File: src/design/shs_pkg.sv
// ----------------------------------------------------------------------------
// shs_pkg: shared constants and types for the scrambled Halton sampler
// Widths, table sizes and the command/status bundles between the
// controller and the datapath.
// ----------------------------------------------------------------------------
package shs_pkg;

    localparam int PRIME_COUNT   = 1229;
    localparam int INDEX_BITS    = 48;
    localparam int FRACTION_BITS = 32;
    localparam int SIEVE_LIMIT   = 10000;

    localparam int DIM_W   = 11;
    localparam int IDX_W   = 48;
    localparam int FRAC_W  = 32;
    localparam int PRIME_W = 14;
    localparam int ACC_W   = 64;
    localparam int N_W     = INDEX_BITS + 1;

    localparam int MARK_AW = $clog2(SIEVE_LIMIT + 1);
    localparam int MARK_BW = MARK_AW + 1;
    localparam int TBL_AW  = $clog2(PRIME_COUNT);
    localparam int KCNT_W  = $clog2(PRIME_COUNT + 1);
    localparam int STEP_W  = $clog2((N_W > FRACTION_BITS) ? N_W : FRACTION_BITS);

    localparam int S_DATA_W = ((DIM_W + IDX_W + 7) / 8) * 8;
    localparam int M_DATA_W = FRAC_W;

    typedef struct packed {
        logic clr;
        logic scan_rd;
        logic scan_chk;
        logic mark;
        logic accept;
        logic load;
        logic dig_init;
        logic div_step;
        logic dig_end;
        logic frac_step;
        logic out_load;
    } cmd_t;

    typedef struct packed {
        logic clr_last;
        logic scan_last;
        logic unmarked;
        logic sq_ok;
        logic mark_last;
        logic dim_bad;
        logic div_last;
        logic quot_zero;
        logic frac_last;
        logic out_free;
    } sts_t;

endpackage

File: src/design/shs_ctrl.sv
// ----------------------------------------------------------------------------
// shs_ctrl: sequencer for the scrambled Halton sampler
// Runs the prime sieve after reset, then steps each request with a valid
// dimension through digit extraction and the final fraction division.
// ----------------------------------------------------------------------------
module shs_ctrl import shs_pkg::*; (
    input  logic aclk,
    input  logic aresetn,
    input  logic s_tvalid,
    output logic s_tready,
    input  sts_t sts,
    output cmd_t cmd
);

    typedef enum logic [10:0] {
        ST_CLEAR    = 11'b000_0000_0001,
        ST_SCAN_RD  = 11'b000_0000_0010,
        ST_SCAN_CHK = 11'b000_0000_0100,
        ST_MARK     = 11'b000_0000_1000,
        ST_IDLE     = 11'b000_0001_0000,
        ST_LOAD     = 11'b000_0010_0000,
        ST_DIG_INIT = 11'b000_0100_0000,
        ST_DIV      = 11'b000_1000_0000,
        ST_DIG_END  = 11'b001_0000_0000,
        ST_FRAC     = 11'b010_0000_0000,
        ST_DONE     = 11'b100_0000_0000
    } state_t;

    state_t state_reg, state_next;

    always_ff @(posedge aclk) begin
        if (!aresetn) begin
            state_reg <= ST_CLEAR;
        end else begin
            state_reg <= state_next;
        end
    end

    assign s_tready = (state_reg == ST_IDLE);

    always_comb begin
        state_next = state_reg;
        cmd        = '0;
        unique case (state_reg)
            ST_CLEAR: begin
                cmd.clr = 1'b1;
                if (sts.clr_last) state_next = ST_SCAN_RD;
            end
            ST_SCAN_RD: begin
                cmd.scan_rd = 1'b1;
                state_next  = ST_SCAN_CHK;
            end
            ST_SCAN_CHK: begin
                cmd.scan_chk = 1'b1;
                if (sts.unmarked && sts.sq_ok) state_next = ST_MARK;
                else if (sts.scan_last)        state_next = ST_IDLE;
                else                           state_next = ST_SCAN_RD;
            end
            ST_MARK: begin
                cmd.mark = 1'b1;
                if (sts.mark_last) state_next = ST_SCAN_RD;
            end
            ST_IDLE: begin
                if (s_tvalid) begin
                    cmd.accept = 1'b1;
                    state_next = ST_LOAD;
                end
            end
            ST_LOAD: begin
                cmd.load   = 1'b1;
                state_next = sts.dim_bad ? ST_DONE : ST_DIG_INIT;
            end
            ST_DIG_INIT: begin
                cmd.dig_init = 1'b1;
                state_next   = ST_DIV;
            end
            ST_DIV: begin
                cmd.div_step = 1'b1;
                if (sts.div_last) state_next = ST_DIG_END;
            end
            ST_DIG_END: begin
                cmd.dig_end = 1'b1;
                state_next  = sts.quot_zero ? ST_FRAC : ST_DIG_INIT;
            end
            ST_FRAC: begin
                cmd.frac_step = 1'b1;
                if (sts.frac_last) state_next = ST_DONE;
            end
            ST_DONE: begin
                if (sts.out_free) begin
                    cmd.out_load = 1'b1;
                    state_next   = ST_IDLE;
                end
            end
            default: state_next = ST_CLEAR;
        endcase
    end

endmodule

File: config.mk
export PLATFORM = sky130hd
export DESIGN_NAME = shs_ctrl
export DESIGN_NICKNAME = d
export VERILOG_FILES = /design/src/design/shs_pkg.sv /design/src/design/shs_ctrl.sv
export SDC_FILE = /design/constraint.sdc
export NUM_CORES = 1
export LEC_CHECK = 0
export ABC_AREA = 1
export BUFFER_PORTS_ARGS = -buffer_cell sky130_fd_sc_hd__buf_2
export CAP_MARGIN = 20
export CORE_MARGIN = 4
export CORE_UTILIZATION = 54
export DETAILED_ROUTE_END_ITERATION = 6
export PLACE_DENSITY = 0.82
export REMOVE_ABC_BUFFERS = 1
export SLEW_MARGIN = 10
export SYNTH_ARGS = -nofsm -noshare
export SYNTH_HDL_FRONTEND = slang
export SYNTH_SLANG_ARGS = --single-unit
File: constraint.sdc
create_clock -name aclk -period 4 [get_ports aclk]
set_clock_uncertainty 0.15 [all_clocks]
set_input_delay 0.4 -clock aclk [delete_from_list [all_inputs] [get_ports aclk]]
set_output_delay 0.4 -clock aclk [all_outputs]
set_load 0.01 [all_outputs]
Word level (Yosys, flattened, before mapping)

Index checks and enable logic that the tools add are counted.

Register bits after elaboration: 11
Bits of input ports: 13
Logic and storage cells: 44

Equal/unequal tests: 17
Mux-type cells: 24
Reduce and logical (&&, ||, !) cells: 2

Operators by type and width:

| kind                                                              | number |
|---|---|
| 11-bit case mux with 11 select lines                              | 1 |
| 11-bit 2-to-1 mux                                                 | 8 |
| 1-bit 2-to-1 mux                                                  | 13 |
| 2-bit inequality test, second input constant                      | 6 |
| 11-bit by 1-bit == test with 1-bit output, second input constant  | 1 |
| 11-bit by 10-bit == test with 1-bit output, second input constant | 1 |
| 11-bit == test, second input constant                             | 1 |
| 11-bit by 2-bit == test with 1-bit output, second input constant  | 1 |
| 11-bit by 3-bit == test with 1-bit output, second input constant  | 1 |
| 11-bit by 4-bit == test with 1-bit output, second input constant  | 1 |
| 11-bit by 5-bit == test with 1-bit output, second input constant  | 1 |
| 11-bit by 6-bit == test with 1-bit output, second input constant  | 1 |
| 11-bit by 7-bit == test with 1-bit output, second input constant  | 1 |
| 11-bit by 8-bit == test with 1-bit output, second input constant  | 1 |
| 11-bit by 9-bit == test with 1-bit output, second input constant  | 1 |
| 10-bit 2-to-1 mux                                                 | 1 |
| 6-bit AND reduction                                               | 1 |
| 5-bit 2-to-1 mux                                                  | 1 |
| 1-bit logical AND                                                 | 1 |

Depth between registers and ports, before layout

Depth after elaboration: 3
Depth in mapped cells: 10
Depth with buffers taken out: 10

Worst setup path before layout

OpenSTA, ideal clock, no wires.

Path kind: reg-to-output
From: register state_reg[6]
To: output port cmd[9] (netlist bit)
Arrival time: 1004 ps
Data required time: 3450 ps
Path slack: 2446 ps
Stages on the path, launching flop included: 7
Buffers on the path: 1
Path through: dfxtp_1 > nor2_4 > nand2_4 > nor2_4 > nand4_1 > inv_1 > buf_4

RTL lines:

| what                     | line           | source |
|---|---|---|
| start: declaration       | shs_ctrl.sv:29 | `state_t state_reg, state_next;` |
| start signal: assignment | shs_ctrl.sv:35 | `state_reg <= state_next;` |
| end: declaration         | shs_ctrl.sv:12 | `output cmd_t cmd` |

==> impl_metrics.json <==
{
  "status": "completed",
  "slew_viol_final": 0,
  "worstSetupPathType": "reg2out",
  "cts_tree": "done",
  "path_buf_inv": 2,
  "p_per_area_nw_per_um2": 500.4,
  "ant_nets": 0,
  "placed_area_sq_um": 1002,
  "die_h_um": 48.25,
  "initial_core_util": 0.5739,
  "whs_ns": 0.2243,
  "synthAdderAreaFrac": 0,
  "grt_max_degree": 10,
  "cp_slowest_cell": "dfxtp_1",
  "drt-initial-drc-count": 11,
  "synthTopCellsByArea": "dfxtp_1 25%, inv_1 11%, nand2_1 10%, nor2_4 9.0%, nand3_1 6.9%",
  "overflow": 0,
  "synth_area_sq_um": 874.6,
  "port_buffers": 24,
  "final-hold-violation-count": 0,
  "grt_util_all_layers": 0.1834,
  "worstSkewPairLatency_ns": 0.28,
  "rsz0062_at_grt": "false",
  "die_w_um": 48.25,
  "arrival_ns": 1.45,
  "die_area_sq_um": 2328,
  "cts_root_buf": "clkbuf_4",
  "clock_path_buffers": 2,
  "period_share": 0.5003,
  "synth-xor-area-share": 0,
  "first_global_vias": 744,
  "fin_crit_ns": 2.001,
  "tns_ns": 0,
  "cts_setup_buffers": 0,
  "max_clock_freq_mhz": 499.7,
  "synth_top_family_by_area": "simple AND/OR/NAND/NOR gates",
  "yosysSeqAreaShare": 0.2518,
  "crit_required_ns": 3.45,
  "syn_avg_cell_area_sq_um": 6.576,
  "total_power_uw": 514.7,
  "slew_headroom": 0.7684,
  "synth-simple-area-share": 0.5651,
  "cap_violations": 0,
  "drc_errors": 0,
  "cts_buffers": 3,
  "setup_viol": 0,
  "hp-class": "in2reg",
  "place.gp.congestion": 0.8436,
  "cts_sinks": 11,
  "grt_pass1_wl_mm": 2.987,
  "synth_top_cell_area_share": 0.2518,
  "cp_max_fo": 5,
  "path_clk_slew_ns": 0.08,
  "crit_family": "simple AND/OR/NAND/NOR gates",
  "synth_compound_area_frac": 0.02432,
  "max_stage_delay_ns": 0.35,
  "synthCells": 133,
  "ys_ff_latch": 11,
  "post_cts_resized": 0,
  "antenna_cells": 0,
  "dp_hpwl_mm": 1.583,
  "vias_per_cell": 4.920,
  "post_drt_wl_per_cell_um": 10.88,
  "area_growth_pct": 17.60,
  "final_area_sq_um": 1028,
  "drive_above_1_share": 0.3585,
  "largest_register_ff_count": 11,
  "ctsHoldBuffers": 0,
  "antenna_found_initial": 0,
  "critPathLaunchType": "register",
  "setup.worst_path.end_class": "output pin",
  "yosysWarnings": 0,
  "placement_rows": 14,
  "synth_top_cell_by_area": "dfxtp_1",
  "worstPathCellList": "nor2_2 > nand2_4 > nor2_8 > nand4_1 > inv_2 > buf_2",
  "yosysUniqueCellTypes": 24,
  "synthMuxAreaShare": 0,
  "wirelength_mm": 1.904,
  "worst_pin_slew_ns": 0.3447,
  "vias": 861,
  "final_nets": 173,
  "p_leak_uw": 0.0006301,
  "core_sq_um": 1524,
  "peakVddDrop_mv": 0.2916,
  "htree_num_levels": 1,
  "pin_count": 25,
  "dr.pass1.iters": 4
}
## logic make-up after synthesis
logic type	after synthesis
buffers and inverters	35
AND/OR/NAND/NOR	83
flip-flops	11
AO/OA/AOI/OAI	4
## synth_stat cells
master,count
o22ai_1,1
nand3_2,3
nand2_2,4
inv_4,1
nor2_8,1
and2_4,1
nand3_1,12
nor2_4,7
inv_1,26
buf_2,1
nor2_2,2
nand2_4,4
buf_4,1
inv_2,6
and3_1,1
nand3b_2,1
nor2_1,14
nand3b_1,2
nand4_1,3
dfxtp_1,11
nor3_1,4
o21ai_0,1
nand2_1,24
a21oi_1,2
## worst reg2reg max path, stage by stage, from the launching register on
cell and delay [ns]:
dfxtp_1 0.35, nor2_2 0.18, nand2_4 0.11, nor2_4 0.14, nand3b_1 0.11, nand2_2 0.08, inv_2 0.06, nand2_4 0.10
inv_4 0.05, nor2_1 0.08, nor2_1 0.05
## layout by cell type, fill, tap and decap left out, types with 2 or more instances in the layout
master	synthesis	routed
a21oi_1	2	2
buf_2	1	24
clkbuf_4	0	3
dfxtp_1	11	11
inv_1	26	26
inv_2	6	6
nand2_1	24	24
nand2_2	4	4
nand2_4	4	4
nand3_1	12	12
nand3_2	3	3
nand3b_1	2	2
nand4_1	3	3
nor2_1	14	14
nor2_2	2	2
nor2_4	7	7
nor3_1	4	4
## final timing paths
kind | from | to | slack [ns] | cells past startpoint
worst max register to register | state_reg[3]$_SDFFE_PN0P_ | state_reg[3]$_SDFFE_PN0P_ | 2.46 | 10
worst max-delay path | state_reg[3]$_SDFFE_PN0P_ | cmd[2] | 2.00 | 6
worst min-delay path | sts[2] | state_reg[9]$_SDFFE_PN0P_ | 0.22 | 3
worst min register to register | state_reg[3]$_SDFFE_PN0P_ | state_reg[3]$_SDFFE_PN0P_ | 0.39 | 2
## report_power, final
part / total (uW) / switching, uW / internal, uW
Sequential: 146 / 17.9 / 128
Combinational: 287 / 181 / 106
Clock: 82.4 / 43.6 / 38.8
Total: 515 / 242 / 273
## stage by stage
stage | util | std cells | setup slack (ns)
after floorplan | - | 131 | 2.502
after global placement | 0.6576 | 171 | 2.323
after detailed placement | 0.6576 | 171 | 2.302
after CTS | 0.6749 | 175 | 1.998
after global routing | 0.6749 | 175 | 1.902
final | 0.6749 | 175 | 1.999
## cell type report
type / instances / area (sq um)
multi-input combinational: 87 / 515.5
fill: 144 / 495.5
sequential: 11 / 220.2
inverter: 33 / 126.4
timing repair buffer: 24 / 120.1
clock buffer: 4 / 26.28
tap: 16 / 20.02
## layer usage
| layer | global-route usage | wire length (um) | up-vias |
|---|---|---|---|
| met2 | 0.2813 | 877 | 18 |
| li1 | - | - | 454 |
| met1 | 0.2549 | 901 | 387 |
| met4 | 0.04839 | 22 | 0 |
| met3 | 0.04428 | 103 | 2 |
| met5 | 0 | 0 | - |
Note: power is estimated with default switching activity, not from simulation.
